File: src/sv/mbrh_pkg.sv
// ----------------------------------------------------------------------------
// mbrh_pkg
// Shared types, constants and the CRC-16 byte update for the Modbus RTU
// function 03 master.
// ----------------------------------------------------------------------------
package mbrh_pkg;

   localparam int          MAX_REGISTERS_DEF = 125;
   localparam logic [7:0]  FC_READ           = 8'h03;
   localparam int          EXC_FLAG_BIT      = 7;
   localparam logic [7:0]  MAX_SLAVE         = 8'd247;
   localparam logic [15:0] CRC_INIT          = 16'hFFFF;
   localparam logic [15:0] CRC_POLY          = 16'hA001;
   localparam logic [15:0] TIMEOUT_RESET     = 16'd500;

   typedef enum logic [1:0] {
      FUNC_START = 2'd0,
      FUNC_BYTE  = 2'd1,
      FUNC_TICK  = 2'd2
   } func_type;

   typedef enum logic [1:0] {
      KIND_TX     = 2'd0,
      KIND_WORD   = 2'd1,
      KIND_STATUS = 2'd2
   } kind_type;

   typedef enum logic [2:0] {
      ST_OK          = 3'd0,
      ST_NO_RESPONSE = 3'd1,
      ST_SHORT_FRAME = 3'd2,
      ST_EXCEPTION   = 3'd3,
      ST_CRC_ERROR   = 3'd4,
      ST_MALFORMED   = 3'd5,
      ST_INVALID_ARG = 3'd6
   } status_type;

   // position of a byte within the outgoing request
   typedef enum logic [2:0] {
      RB_ADDR     = 3'd0,
      RB_FUNC     = 3'd1,
      RB_FIRST_HI = 3'd2,
      RB_FIRST_LO = 3'd3,
      RB_COUNT_HI = 3'd4,
      RB_COUNT_LO = 3'd5,
      RB_CRC_LO   = 3'd6,
      RB_CRC_HI   = 3'd7
   } req_byte_type;

   typedef struct packed {
      logic [1:0]  func;
      logic [7:0]  slave_address;
      logic [15:0] first_register;
      logic [15:0] register_count;
      logic [7:0]  rx_data;
   } item_type;

   typedef struct packed {
      kind_type    kind;
      logic [7:0]  tx_data;
      logic [15:0] register_word;
      logic [6:0]  register_index;
      status_type  status;
      logic [7:0]  exception_code;
      logic        last;
   } rsp_type;

   // deframer result for one processed item
   typedef struct packed {
      logic    emit;
      logic    launch;
      rsp_type rsp;
   } core_res_type;

   // request byte offered by the sequencer
   typedef struct packed {
      logic       valid;
      logic [7:0] data;
      logic       last;
   } tx_word_type;

   function automatic logic [15:0] crc_byte(input logic [15:0] crc, input logic [7:0] b);
      logic [15:0] c;
      c = crc ^ {8'h00, b};
      for (int i = 0; i < 8; i++) begin
         if (c[0]) begin
            c = (c >> 1) ^ CRC_POLY;
         end else begin
            c = c >> 1;
         end
      end
      return c;
   endfunction

endpackage

File: src/sv/modbus_rtu_read_holding_master.sv
// ----------------------------------------------------------------------------
// modbus_rtu_read_holding_master
// Modbus RTU function 03 master: request framing, reply deframing, timeout.
// ----------------------------------------------------------------------------
// Bytes and ticks are taken one per cycle while no request burst or stalled
// result holds them; a word is registered when it is accepted and, once the
// core takes it, its result loads into the result register.
// A valid start launches the request sequencer, which puts out the eight
// request bytes at one per cycle while results are not stalled, computing
// the CRC a byte at a time as they leave; the input side stalls until the
// burst has drained, and longer while results stall.
// Register words stream out as they complete and must be discarded unless
// the final status word is ok. No memories, no clearing pass after reset.
module modbus_rtu_read_holding_master #(
   parameter int MAX_REGISTERS = mbrh_pkg::MAX_REGISTERS_DEF
) (
   input  logic        clock,
   input  logic        reset,
   input  logic        csr_wr_en,
   input  logic [15:0] csr_wr_data,
   input  logic        req_valid,
   output logic        req_stall,
   input  logic [1:0]  req_func,
   input  logic [7:0]  req_slave_address,
   input  logic [15:0] req_first_register,
   input  logic [15:0] req_register_count,
   input  logic [7:0]  req_rx_data,
   output logic        rsp_valid,
   input  logic        rsp_stall,
   output logic [1:0]  rsp_kind,
   output logic [7:0]  rsp_tx_data,
   output logic [15:0] rsp_register_word,
   output logic [6:0]  rsp_register_index,
   output logic [2:0]  rsp_status,
   output logic [7:0]  rsp_exception_code,
   output logic        rsp_last
);

   mbrh_pkg::item_type     req_item;
   mbrh_pkg::item_type     item;
   logic                   item_valid;
   logic                   take;
   logic                   slot_free;
   logic                   advance;
   mbrh_pkg::core_res_type core_res;
   mbrh_pkg::tx_word_type  tx;
   logic                   rsp_valid_ff, rsp_valid_in;
   mbrh_pkg::rsp_type      rsp_ff, rsp_in;

   assign req_item.func           = req_func;
   assign req_item.slave_address  = req_slave_address;
   assign req_item.first_register = req_first_register;
   assign req_item.register_count = req_register_count;
   assign req_item.rx_data        = req_rx_data;

   assign slot_free = !rsp_valid_ff || !rsp_stall;
   // request bytes go first; the core waits for the burst to drain
   assign take      = item_valid && slot_free && !tx.valid;
   assign advance   = tx.valid && slot_free;

   mbrh_in_reg u_in_reg (
      .clock      (clock),
      .reset      (reset),
      .req_valid  (req_valid),
      .req_stall  (req_stall),
      .req_item   (req_item),
      .take       (take),
      .item_valid (item_valid),
      .item       (item)
   );

   mbrh_deframer #(
      .MAX_REGISTERS (MAX_REGISTERS)
   ) u_deframer (
      .clock       (clock),
      .reset       (reset),
      .csr_wr_en   (csr_wr_en),
      .csr_wr_data (csr_wr_data),
      .take        (take),
      .item        (item),
      .res         (core_res)
   );

   mbrh_req_gen u_req_gen (
      .clock          (clock),
      .reset          (reset),
      .launch         (core_res.launch),
      .slave_address  (item.slave_address),
      .first_register (item.first_register),
      .register_count (item.register_count),
      .advance        (advance),
      .tx             (tx)
   );

   always_comb begin
      rsp_valid_in = rsp_valid_ff;
      rsp_in       = rsp_ff;
      if (advance) begin
         rsp_valid_in   = 1'b1;
         rsp_in         = '0;
         rsp_in.kind    = mbrh_pkg::KIND_TX;
         rsp_in.tx_data = tx.data;
         rsp_in.last    = tx.last;
      end else if (take && core_res.emit) begin
         rsp_valid_in = 1'b1;
         rsp_in       = core_res.rsp;
      end else if (slot_free) begin
         rsp_valid_in = 1'b0;
      end
   end

   always_ff @(posedge clock) begin
      if (reset) begin
         rsp_valid_ff <= 1'b0;
      end else begin
         rsp_valid_ff <= rsp_valid_in;
      end
   end

   always_ff @(posedge clock) begin
      rsp_ff <= rsp_in;
   end

   assign rsp_valid          = rsp_valid_ff;
   assign rsp_kind           = rsp_ff.kind;
   assign rsp_tx_data        = rsp_ff.tx_data;
   assign rsp_register_word  = rsp_ff.register_word;
   assign rsp_register_index = rsp_ff.register_index;
   assign rsp_status         = rsp_ff.status;
   assign rsp_exception_code = rsp_ff.exception_code;
   assign rsp_last           = rsp_ff.last;

`ifndef SYNTHESIS
   // the core never consumes a word while a request burst is draining
   a_no_overlap: assert property (@(posedge clock) disable iff (reset)
      !(tx.valid && take))
      else $error("item taken during request burst");

   // a launch is always followed by the first request byte
   a_launch_tx: assert property (@(posedge clock) disable iff (reset)
      take && core_res.launch |=> tx.valid && tx.data == $past(item.slave_address))
      else $error("request burst did not start after launch");

   // status words always close a burst
   a_status_last: assert property (@(posedge clock) disable iff (reset)
      rsp_valid && rsp_kind == mbrh_pkg::KIND_STATUS |-> rsp_last)
      else $error("status word without last");
`endif

endmodule

File: src/sv/mbrh_in_reg.sv
// ----------------------------------------------------------------------------
// mbrh_in_reg
// Input register: holds one request word until the core takes it.
// ----------------------------------------------------------------------------
module mbrh_in_reg (
   input  logic               clock,
   input  logic               reset,
   input  logic               req_valid,
   output logic               req_stall,
   input  mbrh_pkg::item_type req_item,
   input  logic               take,
   output logic               item_valid,
   output mbrh_pkg::item_type item
);

   logic               valid_ff, valid_in;
   mbrh_pkg::item_type item_ff;
   logic               accept;

   assign req_stall  = valid_ff && !take;
   assign accept     = req_valid && !req_stall;
   assign valid_in   = accept || (valid_ff && !take);
   assign item_valid = valid_ff;
   assign item       = item_ff;

   always_ff @(posedge clock) begin
      if (reset) begin
         valid_ff <= 1'b0;
      end else begin
         valid_ff <= valid_in;
      end
   end

   always_ff @(posedge clock) begin
      if (accept) begin
         item_ff <= req_item;
      end
   end

endmodule

File: src/sv/mbrh_req_gen.sv
// ----------------------------------------------------------------------------
// mbrh_req_gen
// Request sequencer: sends the eight request bytes one per cycle while
// advance is asserted and folds each header byte into the CRC as it goes out.
// ----------------------------------------------------------------------------
module mbrh_req_gen (
   input  logic                  clock,
   input  logic                  reset,
   input  logic                  launch,
   input  logic [7:0]            slave_address,
   input  logic [15:0]           first_register,
   input  logic [15:0]           register_count,
   input  logic                  advance,
   output mbrh_pkg::tx_word_type tx
);

   logic                   active_ff, active_in;
   mbrh_pkg::req_byte_type idx_ff, idx_in;
   logic [7:0]             addr_ff;
   logic [15:0]            first_ff;
   logic [15:0]            count_ff;
   logic [15:0]            crc_ff, crc_in;
   logic [7:0]             cur_byte;

   always_comb begin
      case (idx_ff)
         mbrh_pkg::RB_ADDR:     cur_byte = addr_ff;
         mbrh_pkg::RB_FUNC:     cur_byte = mbrh_pkg::FC_READ;
         mbrh_pkg::RB_FIRST_HI: cur_byte = first_ff[15:8];
         mbrh_pkg::RB_FIRST_LO: cur_byte = first_ff[7:0];
         mbrh_pkg::RB_COUNT_HI: cur_byte = count_ff[15:8];
         mbrh_pkg::RB_COUNT_LO: cur_byte = count_ff[7:0];
         mbrh_pkg::RB_CRC_LO:   cur_byte = crc_ff[7:0];
         mbrh_pkg::RB_CRC_HI:   cur_byte = crc_ff[15:8];
         default:               cur_byte = 8'h00;
      endcase
   end

   always_comb begin
      active_in = active_ff;
      idx_in    = idx_ff;
      crc_in    = crc_ff;
      if (launch) begin
         active_in = 1'b1;
         idx_in    = mbrh_pkg::RB_ADDR;
         crc_in    = mbrh_pkg::CRC_INIT;
      end else if (active_ff && advance) begin
         idx_in = mbrh_pkg::req_byte_type'(idx_ff + 3'd1);
         if (idx_ff < mbrh_pkg::RB_CRC_LO) begin
            crc_in = mbrh_pkg::crc_byte(crc_ff, cur_byte);
         end
         if (idx_ff == mbrh_pkg::RB_CRC_HI) begin
            active_in = 1'b0;
         end
      end
   end

   assign tx.valid = active_ff;
   assign tx.data  = cur_byte;
   assign tx.last  = (idx_ff == mbrh_pkg::RB_CRC_HI);

   always_ff @(posedge clock) begin
      if (reset) begin
         active_ff <= 1'b0;
         idx_ff    <= mbrh_pkg::RB_ADDR;
      end else begin
         active_ff <= active_in;
         idx_ff    <= idx_in;
      end
   end

   always_ff @(posedge clock) begin
      crc_ff <= crc_in;
      if (launch) begin
         addr_ff  <= slave_address;
         first_ff <= first_register;
         count_ff <= register_count;
      end
   end

`ifndef SYNTHESIS
   // a burst only ends after its final CRC byte went out
   a_burst_end: assert property (@(posedge clock) disable iff (reset)
      $fell(active_ff) |-> $past(idx_ff) == mbrh_pkg::RB_CRC_HI)
      else $error("request burst ended early");
`endif

endmodule

File: src/sv/mbrh_deframer.sv
// ----------------------------------------------------------------------------
// mbrh_deframer
// Transaction state: start checks, reply deframing, CRC check and the
// response timeout.
// ----------------------------------------------------------------------------
module mbrh_deframer #(
   parameter int MAX_REGISTERS = mbrh_pkg::MAX_REGISTERS_DEF
) (
   input  logic                   clock,
   input  logic                   reset,
   input  logic                   csr_wr_en,
   input  logic [15:0]            csr_wr_data,
   input  logic                   take,
   input  mbrh_pkg::item_type     item,
   output mbrh_pkg::core_res_type res
);

   localparam int CNT_W = $clog2(MAX_REGISTERS + 1);
   localparam int POS_W = $clog2(2 * MAX_REGISTERS + 6);

   logic [15:0]      timeout_ff;
   logic             awaiting_ff, awaiting_in;
   logic [7:0]       target_ff, target_in;
   logic [CNT_W-1:0] count_ff, count_in;
   logic [POS_W-1:0] pos_ff, pos_in;
   logic [15:0]      crc_ff, crc_in;
   logic [7:0]       raddr_ff, raddr_in;
   logic [7:0]       rfunc_ff, rfunc_in;
   logic [7:0]       rbc_ff, rbc_in;
   logic [7:0]       held_ff, held_in;
   logic [15:0]      ticks_ff, ticks_in;
   logic [7:0]       exc_ff, exc_in;

   logic [POS_W-1:0] data_end;
   logic [POS_W-1:0] pos_off;
   logic [15:0]      crc_upd;
   logic [15:0]      got_crc;
   logic             start_bad;
   logic [7:0]       b;

   assign b         = item.rx_data;
   assign data_end  = POS_W'(2 * int'(count_ff) + 3);
   assign pos_off   = pos_ff - POS_W'(3);
   assign crc_upd   = mbrh_pkg::crc_byte(crc_ff, b);
   assign got_crc   = {b, held_ff};
   assign start_bad = (item.register_count == 16'd0)
                   || (item.register_count > 16'(MAX_REGISTERS))
                   || (item.slave_address == 8'd0)
                   || (item.slave_address > mbrh_pkg::MAX_SLAVE);

   always_comb begin
      awaiting_in = awaiting_ff;
      target_in   = target_ff;
      count_in    = count_ff;
      pos_in      = pos_ff;
      crc_in      = crc_ff;
      raddr_in    = raddr_ff;
      rfunc_in    = rfunc_ff;
      rbc_in      = rbc_ff;
      held_in     = held_ff;
      ticks_in    = ticks_ff;
      exc_in      = exc_ff;
      res         = '0;

      if (take) begin
         case (item.func)
            mbrh_pkg::FUNC_START: begin
               if (start_bad) begin
                  res.emit       = 1'b1;
                  res.rsp.kind   = mbrh_pkg::KIND_STATUS;
                  res.rsp.status = mbrh_pkg::ST_INVALID_ARG;
               end else begin
                  res.launch  = 1'b1;
                  exc_in      = 8'h00;
                  awaiting_in = 1'b1;
                  target_in   = item.slave_address;
                  count_in    = CNT_W'(item.register_count);
                  pos_in      = '0;
                  crc_in      = mbrh_pkg::CRC_INIT;
                  raddr_in    = 8'h00;
                  rfunc_in    = 8'h00;
                  rbc_in      = 8'h00;
                  held_in     = 8'h00;
                  ticks_in    = (timeout_ff == 16'd0) ? 16'd1 : timeout_ff;
               end
            end
            mbrh_pkg::FUNC_BYTE: begin
               if (awaiting_ff) begin
                  if (pos_ff < POS_W'(2)) begin
                     if (pos_ff == '0) begin
                        raddr_in = b;
                     end else begin
                        rfunc_in = b;
                     end
                     crc_in = crc_upd;
                     pos_in = pos_ff + POS_W'(1);
                  end else if (rfunc_ff[mbrh_pkg::EXC_FLAG_BIT]) begin
                     // exception reply: address, function, code, CRC
                     if (pos_ff == POS_W'(2)) begin
                        rbc_in = b;
                        crc_in = crc_upd;
                        pos_in = pos_ff + POS_W'(1);
                     end else if (pos_ff == POS_W'(3)) begin
                        held_in = b;
                        pos_in  = pos_ff + POS_W'(1);
                     end else begin
                        awaiting_in  = 1'b0;
                        res.emit     = 1'b1;
                        res.rsp.kind = mbrh_pkg::KIND_STATUS;
                        if (got_crc != crc_ff) begin
                           res.rsp.status = mbrh_pkg::ST_CRC_ERROR;
                        end else begin
                           exc_in         = rbc_ff;
                           res.rsp.status = mbrh_pkg::ST_EXCEPTION;
                        end
                     end
                  end else if (pos_ff == POS_W'(2)) begin
                     rbc_in = b;
                     crc_in = crc_upd;
                     pos_in = pos_ff + POS_W'(1);
                  end else if (pos_ff < data_end) begin
                     crc_in = crc_upd;
                     pos_in = pos_ff + POS_W'(1);
                     if (!pos_off[0]) begin
                        held_in = b;
                     end else begin
                        res.emit               = 1'b1;
                        res.rsp.kind           = mbrh_pkg::KIND_WORD;
                        res.rsp.register_word  = {held_ff, b};
                        res.rsp.register_index = 7'(pos_off >> 1);
                     end
                  end else if (pos_ff == data_end) begin
                     held_in = b;
                     pos_in  = pos_ff + POS_W'(1);
                  end else begin
                     awaiting_in  = 1'b0;
                     res.emit     = 1'b1;
                     res.rsp.kind = mbrh_pkg::KIND_STATUS;
                     if (raddr_ff != target_ff || rfunc_ff != mbrh_pkg::FC_READ
                         || rbc_ff != 8'(2 * int'(count_ff))) begin
                        res.rsp.status = mbrh_pkg::ST_MALFORMED;
                     end else if (got_crc != crc_ff) begin
                        res.rsp.status = mbrh_pkg::ST_CRC_ERROR;
                     end else begin
                        res.rsp.status = mbrh_pkg::ST_OK;
                     end
                  end
               end
            end
            mbrh_pkg::FUNC_TICK: begin
               if (awaiting_ff) begin
                  if (ticks_ff > 16'd1) begin
                     ticks_in = ticks_ff - 16'd1;
                  end else begin
                     ticks_in     = 16'd0;
                     awaiting_in  = 1'b0;
                     res.emit     = 1'b1;
                     res.rsp.kind = mbrh_pkg::KIND_STATUS;
                     res.rsp.status = (pos_ff == '0) ? mbrh_pkg::ST_NO_RESPONSE
                                                     : mbrh_pkg::ST_SHORT_FRAME;
                  end
               end
            end
            default: begin
            end
         endcase
      end

      if (res.rsp.kind == mbrh_pkg::KIND_STATUS) begin
         res.rsp.exception_code = exc_in;
         res.rsp.last           = 1'b1;
      end
   end

   always_ff @(posedge clock) begin
      if (reset) begin
         timeout_ff  <= mbrh_pkg::TIMEOUT_RESET;
         awaiting_ff <= 1'b0;
         exc_ff      <= 8'h00;
         pos_ff      <= '0;
         count_ff    <= '0;
         ticks_ff    <= 16'd0;
      end else begin
         if (csr_wr_en) begin
            timeout_ff <= csr_wr_data;
         end
         awaiting_ff <= awaiting_in;
         exc_ff      <= exc_in;
         pos_ff      <= pos_in;
         count_ff    <= count_in;
         ticks_ff    <= ticks_in;
      end
   end

   always_ff @(posedge clock) begin
      target_ff <= target_in;
      crc_ff    <= crc_in;
      raddr_ff  <= raddr_in;
      rfunc_ff  <= rfunc_in;
      rbc_ff    <= rbc_in;
      held_ff   <= held_in;
   end

`ifndef SYNTHESIS
   // register words never index past the requested count
   a_word_index: assert property (@(posedge clock) disable iff (reset)
      res.emit && res.rsp.kind == mbrh_pkg::KIND_WORD
      |-> res.rsp.register_index < 7'(count_ff))
      else $error("register word index out of range");
`endif

endmodule
File: config.mk
export PLATFORM = sky130hd
export DESIGN_NAME = modbus_rtu_read_holding_master
export DESIGN_NICKNAME = d
export VERILOG_FILES = /design/src/sv/mbrh_pkg.sv /design/src/sv/modbus_rtu_read_holding_master.sv /design/src/sv/mbrh_in_reg.sv /design/src/sv/mbrh_req_gen.sv /design/src/sv/mbrh_deframer.sv
export SDC_FILE = /design/constraint.sdc
export NUM_CORES = 1
export LEC_CHECK = 0
export BUFFER_PORTS_ARGS = -buffer_cell sky130_fd_sc_hd__buf_2
export CORE_MARGIN = 2
export CORE_UTILIZATION = 35
export DETAILED_ROUTE_END_ITERATION = 6
export GPL_ROUTABILITY_DRIVEN = 0
export PLACE_DENSITY = 0.55
export SETUP_SLACK_MARGIN = 0.15
export SLEW_MARGIN = 20
export SYNTH_ARGS = -nofsm -noshare
export SYNTH_HDL_FRONTEND = slang
export SYNTH_HIERARCHICAL = 1
export SYNTH_SLANG_ARGS = --single-unit
File: constraint.sdc
create_clock -name clock -period 5.94 [get_ports clock]
set_clock_uncertainty 0.1 [all_clocks]
set_input_delay 1.188 -clock clock [delete_from_list [all_inputs] [get_ports clock]]
set_output_delay 1.188 -clock clock [all_outputs]
set_load 0.01 [all_outputs]
# == After elaboration in Yosys (flattened, before gate mapping) ==
# Cells that the tools add are included.
# totals
register_bits,269
latch_bits,0
ram_bits,0
rom_bits,0
inputBits,71
output_inout_bits,47
word_cells,302
n_memories,0
# op_classes
addsub,5
mul,0
div_mod_pow,0
n_lt_le_gt_ge,6
eq_ne,33
shift,0
n_mux,163
bitwise,19
reduce_logical,44
# ops
operator,n
2-to-1 mux 16 bit,48
2-to-1 mux 8 bit,35
2-to-1 mux 26 bit,4
case mux 8 bit (2 select lines),6
2-to-1 mux 23 bit,4
2-to-1 mux 43 bit,2
case mux 16 bit (2 select lines),2
case mux 8 bit (8 select lines),1
inverter 2 -> 3 bit,16
2-to-1 mux 3 bit,11
logical NOT 16 bit,2
2-to-1 mux 1 bit,32
XOR 16 x 8 -> 16 bit,2
AND reduction 6 bit,5
2-to-1 mux 2 bit,12
"equality test 8 x 2 -> 1 bit, second input constant",2
"greater-than comparator 16 x 1 -> 1 bit, second input constant",1
"greater-than comparator 16 x 7 -> 1 bit, second input constant",1
logical NOT 8 bit,2
inequality test 16 bit,1
inequality test 8 bit,2
"subtractor 16 x 1 -> 16 bit, second input constant",1
"equality test 3 bit, second input constant",4
"inequality test 2 x 1 -> 1 bit, second input constant",5
other kinds (39),69

# == Logic depth before layout (Yosys ltp) ==
# Gate-level depths: netlist of the first run.
# depth
word_depth,43
mapped_depth,15
mapped_depth_nobuf,12

# == By module ==
# The synthesis of the first run kept the hierarchy.
# modules_own_cells
module,instances,cells_per_inst,area_per_inst_um2,seq_area_each_um2
mbrh_deframer,1,666,6313.6,2802.7
mbrh_req_gen,1,215,2773.9,1601.5
modbus_rtu_read_holding_master,1,192,1794.2,1011.0
mbrh_in_reg,1,54,1551.5,1521.5

# == Worst setup path after synthesis of the first run ==
# OpenSTA, ideal clock, no wires.
# synth_timing
path_type,input to register
start,input rsp_stall
end,"register u_in_reg.item_ff (netlist bit u_in_reg/item[0]), enable pin"
setup_time_ns,0.464
arrival_ns,4.195
t_required_ns,5.376
slack_ns,1.181
stages,6
path_buffers,2
cell_sequence,a21oi_2 > buf_2 > buf_4 > and2_1 > nor2b_4 > nor2b_1
# synth_between
elab_chain_len,8
# synth_rtl
element,line_no,text
start: declaration,modbus_rtu_read_holding_master.sv:29,"input logic rsp_stall,"
logical NOT 1 bit,modbus_rtu_read_holding_master.sv:56,assign slot_free = !rsp_valid_ff || !rsp_stall;
logical OR 1 bit,modbus_rtu_read_holding_master.sv:56,
logical AND 1 bit (2 in a row),modbus_rtu_read_holding_master.sv:58,assign take = item_valid && slot_free && !tx.valid;
via take,modbus_rtu_read_holding_master.sv:42,logic take;
logical NOT 1 bit,mbrh_in_reg.sv:20,assign req_stall = valid_ff && !take;
logical AND 1 bit,mbrh_in_reg.sv:20,
via req_stall,modbus_rtu_read_holding_master.sv:22,"output logic req_stall,"
logical NOT 1 bit,mbrh_in_reg.sv:21,assign accept = req_valid && !req_stall;
logical AND 1 bit,mbrh_in_reg.sv:21,
via u_in_reg.accept,mbrh_in_reg.sv:18,logic accept;
end signal: assignment,mbrh_in_reg.sv:36,item_ff <= req_item;
end: declaration,mbrh_in_reg.sv:17,mbrh_pkg::item_type item_ff;
# The timed path passes the listed nets, and every way through them passes these cells.
# A chain may end at the register's enable or synchronous reset.

==> results.py, run 1 <==
metrics = {
    "outcome": {
        "outcome": "finished clean",
    },
    "global_route": {
        "first_global_vias": 8479,
        "total_gr_overflow": 0,
        "largest_net_degree_at_the_start_of_global_routing": 43,
        "grt_first_pass_wirelength_um": 48000,
        "gr-usage-all-layers": 0.166,
        "number_of_antenna_violations_at_the_first_check_in_global_routing": 3,
    },
    "clocking": {
        "hold_buffers": 0,
        "cts_tree": "yes",
        "count_of_cells_resized_by_post_cts_repair": 0,
        "clkLatencyLatePin_ns": 0.56,
        "cts-buffers-inserted": 30,
        "numClockSinks": 269,
        "root_buffer": "sky130_fd_sc_hd__clkbuf_16",
        "clk_path_buf_depth": 3,
        "cts.clk_slew.worst_paths_ns": 0.06,
        "cts_post_setup_buffers_inserted": 0,
        "htree_num_levels": 1,
    },
    "worst_hold_path": {
        "hold_path.class": "reg -> reg",
    },
    "setup_path": {
        "critical_path_required_ns": 6.26,
        "timing.setup.critical_path_class": "reg -> reg",
        "data_arrival_time_of_the_critical_path_ns": 4.69,
        "maximum_fanout_encountered_on_the_critical_timing_path": 24,
        "worst_setup_path_end_kind": "register",
        "critical_path.cell_chain": "ha_1 -> nand3_1 -> xor2_1 -> ha_1 -> nand2_1 -> o21ai_0 -> o21ai_0 -> nand2_1 -> nand2_1 -> a311oi_4 -> and3_1 -> buf_4 -> a22o_1",
        "crit_buf_inv": 1,
        "setup_slack_of_the_worst_register_to_register_path_ns": 1.57,
        "worst_path_dominant_cell_family": "compound AO/OA/AOI/OAI gates",
        "critical_path.max_stage_delay_ns": 0.84,
        "crit_path_top_delay_cell": "sky130_fd_sc_hd__a311oi_4",
        "startpoint_type": "register",
        "crit_top_cell": "sky130_fd_sc_hd__nand2_1",
    },
    "die": {
        "die_x_um": 192,
        "ioPinCount": 118,
        "core_area_mm2": 0.0353,
        "initial_utilization": 0.352,
        "dieArea_mm2": 0.0370,
        "die_h_um": 192,
        "rows": 69,
    },
    "pwr": {
        "leakagePower_nw": 5.25,
        "p_int_mw": 3.26,
        "power.clock.fraction": 0.447,
        "fraction_of_power_consumed_by_sequential_logic": 0.491,
        "vdd.ir_drop.worst_mv": 0.185,
        "power.density_mw_per_mm2": 291,
        "swShare": 0.220,
        "share_comb_of_total_power": 0.061,
        "total_switching_power_mw": 0.921,
    },
    "route": {
        "wire_per_inst_um": 18.0,
        "drc": 0,
        "dr_total_vias": 8770,
        "drt_pre_antenna_iters": 5,
        "routed_wl_um": 30700,
        "detail-route-antenna-nets": 0,
        "drt-vias-per-instance": 5.13,
        "dr.first_iter.drc_count": 571,
    },
    "placed_design": {
        "buffer_ports.inserted": 117,
        "place.detailed.hpwl_um": 21900,
        "place_area_mm2": 0.0133,
        "place_ws_ns": 1.52,
    },
    "sta": {
        "finalHoldViolCount": 0,
        "grt_setup_unrepaired": "no",
        "final-setup-viol-count": 0,
        "layout_worst_path_cycle_share": 0.736,
        "max_slew.worst_pin.slew_ns": 1.01,
        "worst_slack_ns": 1.57,
        "drv_slew": 0,
        "post-route-min-period_ns": 4.37,
        "max_freq_mhz": 229,
        "maxSlewHeadroom": 0.329,
        "setup_total_negative_slack_ns": 0,
    },
    "yosys": {
        "ys.warnings.count": 6,
        "synth_area_mm2": 0.0124,
        "post_synth_inst_count": 1127,
        "number_of_enable_type_register_cells_in_the_synthesized_netlist": 155,
        "netlist-cell-type-count": 91,
        "postSynthRegisterBits": 269,
        "ys_seq_area_frac": 0.558,
        "ys_dominant_reg_cell": "sky130_fd_sc_hd__edfxtp_1",
        "synth.avg_cell_area_um2": 11.0,
        "synth_async_sr_flop_share": 0,
    },
    "layout": {
        "layout-drive-gt1-share": 0.177,
        "postLayoutCoreUtil": 0.407,
        "nFillCells": 3409,
        "area_delta_synth_final_pct": 15.5,
        "finalNetCount": 1317,
        "stdcell_area_mm2": 0.0144,
    },
    "job": {
        "max_cap_violations": 0,
    },
}
==> kinds of logic after synthesis <==
group                      count (synthesis)  share of synthesized area
buffers and inverters                    104                     0.0424
adders and majority gates                 24                     0.0242
xor gates and xnor gates                  81                     0.0652
muxes                                     26                     0.0221
other                                      1                   0.000302
and+or+nand+nor                          381                      0.157
DFF                                      269                      0.558
AOI/OAI and AO/OA                        241                      0.131
==> cells in the mapped netlist, drive strengths merged, types with 9 or more instances <==
cell / count / area share
edfxtp: 155 / 0.37
dfxtp: 114 / 0.18
nand2: 114 / 0.034
nor2: 79 / 0.024
o21ai: 78 / 0.034
a21oi: 63 / 0.028
nand4: 48 / 0.025
xnor2: 48 / 0.037
buf: 40 / 0.022
inv: 32 / 0.0097
clkbuf: 31 / 0.0097
xor2: 29 / 0.020
and2: 27 / 0.014
ha: 24 / 0.024
mux2i: 24 / 0.020
nor3: 20 / 0.0081
nand3: 15 / 0.0060
nor4: 15 / 0.0081
nand2b: 14 / 0.0070
a22oi: 12 / 0.0072
a22o: 11 / 0.0080
a31oi: 10 / 0.0055
a211o: 9 / 0.0063
and3: 9 / 0.0045
nor2b: 9 / 0.0051
==> worst paths after layout <==
path / start / endpoint / cells after the start
max: u_deframer/count_ff[0] / rsp_last / 13
min: u_in_reg/item[38] / u_req_gen/first_ff[14] / 0
max reg2reg: u_deframer/count_ff[0] / rsp_last / 13
min reg2reg: u_in_reg/item[38] / u_req_gen/first_ff[14] / 0
==> through the flow <==
stage	cells	hold slack [ns]	power (mW)
final	1709	0.310	4.18
after global routing	1707	0.325	4.33
after CTS	1707	0.315	4.23
after detailed placement	1651	0.306	2.35
after global placement	1651	0.310	2.35
after floorplan	1134	0.300	2.26
==> metal layers <==
metal  part of all wire  vias to the layer above  global-route usage
met1               0.46                     4204               0.226
met3              0.052                       50              0.0275
met5            0.00042                        -                   0
met2               0.47                      228               0.274
met4              0.022                        2              0.0458
li1                   -                     4286                   -
==> flip-flops by register name (all words and copies together), names as in the netlist, 16 cells and up <==
signal                 cells
rsp_register_word         16
u_deframer/timeout_ff     16
u_in_reg/item             50
u_deframer/ticks_ff       16
u_req_gen/count_ff        16
u_req_gen/crc_ff          16
u_deframer/crc_ff         16
u_req_gen/first_ff        16
==> layout by cell type, fill, tap and decap left out, types with 4 or more instances in the layout <==
cell type	netlist	final
sky130_fd_sc_hd__o32ai_1	5	5
sky130_fd_sc_hd__nand3b_1	7	7
sky130_fd_sc_hd__a22o_1	9	9
sky130_fd_sc_hd__nand2b_1	14	14
sky130_fd_sc_hd__a21oi_1	56	56
sky130_fd_sc_hd__nor4_1	14	13
sky130_fd_sc_hd__xor2_1	29	29
sky130_fd_sc_hd__clkbuf_1	30	12
sky130_fd_sc_hd__nand2_1	114	114
sky130_fd_sc_hd__ha_1	24	24
sky130_fd_sc_hd__and3_1	9	8
sky130_fd_sc_hd__o21ai_0	27	27
sky130_fd_sc_hd__nand3_1	15	15
sky130_fd_sc_hd__nor2_1	77	77
sky130_fd_sc_hd__clkbuf_16	0	31
sky130_fd_sc_hd__or4_1	5	5
sky130_fd_sc_hd__o211ai_1	7	7
sky130_fd_sc_hd__clkbuf_8	0	4
sky130_fd_sc_hd__edfxtp_1	155	155
sky130_fd_sc_hd__nor2b_1	8	7
sky130_fd_sc_hd__dfxtp_1	114	114
sky130_fd_sc_hd__a22oi_1	12	12
sky130_fd_sc_hd__o21ai_1	48	48
sky130_fd_sc_hd__a31oi_1	9	9
sky130_fd_sc_hd__nand4_1	47	47
sky130_fd_sc_hd__conb_1	1	8
sky130_fd_sc_hd__or3_1	5	5
sky130_fd_sc_hd__inv_1	30	30
sky130_fd_sc_hd__mux2i_1	23	23
sky130_fd_sc_hd__and2_1	27	27
sky130_fd_sc_hd__xnor2_1	45	45
sky130_fd_sc_hd__a21oi_2	6	6
sky130_fd_sc_hd__a211o_1	9	9
sky130_fd_sc_hd__o22ai_1	6	6
sky130_fd_sc_hd__nor3_1	20	20
sky130_fd_sc_hd__buf_2	14	117
sky130_fd_sc_hd__buf_4	19	11
==> area by class of cell <==
| class | instances | area (µm²) | area share |
|---|---|---|---|
| Clock buffer | 47 | 876 | 0.0610 |
| Multi-Input combinational cell | 761 | 5050 | 0.351 |
| Tap cell | 461 | 577 | 0.0402 |
| Sequential cell | 269 | 6940 | 0.483 |
| Antenna cell | 2 | 5.00 | 0.000349 |
| Clock inverter | 9 | 128 | 0.00889 |
| Inverter | 32 | 120 | 0.00837 |
| Timing Repair Buffer | 128 | 668 | 0.0465 |
==> power by group through the flow <==
stage	sequential [mW]	clock (mW)	combinational [mW]
2_1_floorplan	2.08	0	0.178
3_3_place_gp	2.09	0	0.254
3_5_place_dp	2.09	0	0.256
4_1_cts	2.05	1.92	0.258
5_1_grt	2.06	1.99	0.282
6_report	2.05	1.87	0.256
No activity file was read; power rests on OpenSTA's default activity.
==> run 2, diff against run 1 <==
Settings changed: PLACE_DENSITY 0.55 to 0.57.
Clock period 5.94 ns to 3.9 ns, I/O delays scaled along.
==> run 2 against run 1 <==
Worst setup slack lost 1.0 ns. Non-clock buffer count rose by 12. Routed wire length down 0.99%. Hold slack worse by 0.0014 ns. Final cell count rose by 0.59%. First-iteration DRC count grew 3.5%. Largest cell class unchanged. Via count increased by 0.32%. Fmax increased by 29%. Clock power rose by 55%. Global-route usage is 0.20 points lower. Sequential power grew 53%.
==> results.py, run 2 (synthesis gave the netlist of run 1 again) <==
metrics = {
    "outcome": {
        "outcome": "finished clean",
    },
    "global_route": {
        "grt_most_used_layer": "met2",
        "largest_net_degree_at_the_start_of_global_routing": 44,
        "gr-usage-all-layers": 0.164,
        "gr-usage-met1": 0.225,
        "global_route.usage.met2": 0.267,
        "number_of_antenna_violations_at_the_first_check_in_global_routing": 3,
        "grt_first_pass_wirelength_um": 47900,
        "total_gr_overflow": 0,
        "use_met3": 0.0280,
        "first_global_vias": 8631,
    },
    "setup_path": {
        "startpoint_type": "register",
        "setup_slack_of_the_worst_register_to_register_path_ns": 0.52,
        "critical_path.max_stage_delay_ns": 0.45,
        "reg2reg_depth": 12,
        "maximum_fanout_encountered_on_the_critical_timing_path": 9,
        "critical_path_required_ns": 4.01,
        "rr_startpoint": "u_deframer/count_ff[0]",
        "critical_path.cell_chain": "ha_1 -> nand3_1 -> xor2_1 -> ha_1 -> a21oi_1 -> o21ai_1 -> o31a_1 -> nand2_1 -> nand2_1 -> a311oi_4 -> nand3_1 -> nand2_1",
        "crit_path_top_delay_cell": "sky130_fd_sc_hd__a311oi_4",
        "data_arrival_time_of_the_critical_path_ns": 3.48,
        "worst_path_dominant_cell_family": "compound AO/OA/AOI/OAI gates",
        "worst_setup_path_end_kind": "register",
        "crit_buf_inv": 0,
        "crit_top_cell": "sky130_fd_sc_hd__nand2_1",
        "timing.setup.critical_path_class": "reg -> reg",
        "r2r-end": "rsp_tx_data[6]",
    },
    "sta": {
        "final-setup-viol-count": 0,
        "grt_setup_unrepaired": "no",
        "post-route-min-period_ns": 3.38,
        "max_freq_mhz": 296,
        "layout_worst_path_cycle_share": 0.866,
        "max_slew.worst_pin.slew_ns": 0.931,
        "setup_total_negative_slack_ns": 0,
        "finalHoldViolCount": 0,
        "maxSlewHeadroom": 0.379,
        "drv_slew": 0,
    },
    "layout": {
        "multi_input_area_mm2": 0.00504,
        "largest_register_ffs": 50,
        "nFillCells": 3387,
        "area.sequential_mm2": 0.00694,
        "antenna_cells_inserted": 0,
        "finalNetCount": 1329,
        "layout.cells.most_common_list": "sky130_fd_sc_hd__edfxtp_1 (155), sky130_fd_sc_hd__buf_2 (117), sky130_fd_sc_hd__nand2_1 (114), sky130_fd_sc_hd__dfxtp_1 (114), sky130_fd_sc_hd__nor2_1 (77)",
        "postLayoutCoreUtil": 0.411,
        "area_delta_synth_final_pct": 16.6,
        "layout.cells.most_common": "sky130_fd_sc_hd__edfxtp_1",
        "layout-drive-gt1-share": 0.184,
    },
    "die": {
        "dieArea_mm2": 0.0370,
        "rows": 69,
        "ioPinCount": 118,
        "die_h_um": 192,
        "initial_utilization": 0.352,
        "die_x_um": 192,
        "core_area_mm2": 0.0353,
    },
    "clocking": {
        "cts_tree": "yes",
        "root_buffer": "sky130_fd_sc_hd__clkbuf_16",
        "clkLatencyLatePin_ns": 0.54,
        "cts.clk_slew.worst_paths_ns": 0.06,
        "htree_num_levels": 1,
        "hold_buffers": 0,
        "numClockSinks": 269,
        "clk_path_buf_depth": 3,
        "cts-buffers-inserted": 30,
    },
    "job": {
        "max_cap_violations": 0,
    },
    "route": {
        "drt_pre_antenna_iters": 5,
        "dr.first_iter.drc_count": 591,
        "dr_total_vias": 8798,
        "drc": 0,
        "wire_per_inst_um": 17.7,
        "routed_wl_um": 30400,
        "detail-route-antenna-nets": 0,
        "drt-vias-per-instance": 5.12,
    },
    "worst_hold_path": {
        "worst_hold_path.endpoint": "u_in_reg/item[26]",
        "hold_path.class": "in -> reg",
        "worst_hold_path.num_cells": 1,
        "hp-start": "req_first_register[2]",
    },
    "pwr": {
        "power.density_mw_per_mm2": 442,
        "vdd.ir_drop.worst_mv": 0.376,
        "leakagePower_nw": 5.33,
    },
    "placed_design": {
        "place.detailed.hpwl_um": 22000,
        "buffer_ports.inserted": 117,
    },
}
-- run 2: changes by cell type in the layout (fill, tap and decap cells not counted), sizes merged --
cell	delta
buf	+12
clkinvlp	-1
inv	-2
clkbuf	-6
bufinv	+2
clkinv	+7
diode	-2
-- run 2: worst register-to-register path, delay by kind of cell (launching register included) --
kind	cells	cell delay [ns]
AOI/OAI and AO/OA	4	1.05
xor gates and xnor gates	1	0.17
adders and majority gates	2	0.56
DFF	1	0.43
and+or+nand+nor	5	0.74
-- run 2: what timing repair did --
item	4_1_cts	5_1_grt
endpoints found under the setup margin	0	23
resized for setup	0	2
buffers inserted	0	0
-- run 2: metal layers --
| layer | vias up | part of all wire |
|---|---|---|
| met3 | 52 | 0.048 |
| met1 | 4236 | 0.47 |
| met4 | 6 | 0.023 |
| li1 | 4302 | - |
| met5 | - | 0.0013 |
| met2 | 202 | 0.46 |
-- run 2: worst max-delay path by stage --
stage	startpoint	to	slack (ns)	cells past startpoint
6_report	u_deframer/count_ff[0]	rsp_tx_data[6]	0.52	12
5_1_grt	u_deframer/count_ff[0]	rsp_tx_data[4]	0.26	12
4_1_cts	u_deframer/count_ff[0]	rsp_tx_data[6]	0.38	12
3_5_place_dp	u_deframer/count_ff[0]	rsp_tx_data[6]	0.41	12
3_3_place_gp	u_deframer/count_ff[0]	rsp_tx_data[3]	0.50	12
2_1_floorplan	rsp_stall	u_req_gen/crc_ff[15]	0.29	9
-- run 2: cell type report --
| class | count | area share |
|---|---|---|
| Tap cell | 461 | 0.0398 |
| Multi-Input combinational cell | 761 | 0.348 |
| Timing Repair Buffer | 140 | 0.0549 |
| Clock inverter | 15 | 0.0136 |
| Sequential cell | 269 | 0.479 |
| Inverter | 32 | 0.00829 |
| Clock buffer | 41 | 0.0568 |
-- run 2: per-stage QoR --
step                      area, µm²  hold WS, ns  std cells  setup slack (ns)  total power, mW
final                         14500        0.309       1719             0.522             6.41
after global routing          14500        0.288       1719             0.263             6.65
after CTS                     14500        0.284       1719             0.378             6.50
after detailed placement      13500        0.307       1663             0.408             3.58
after global placement        13500        0.307       1663             0.499             3.58
after floorplan               12500        0.300       1134             0.291             3.44
-- run 2: where the power goes --
group | switching, mW | total, mW | internal [mW]
Clock | 1.09 | 2.89 | 1.80
Sequential | 0.0514 | 3.13 | 3.07
Combinational | 0.239 | 0.394 | 0.156
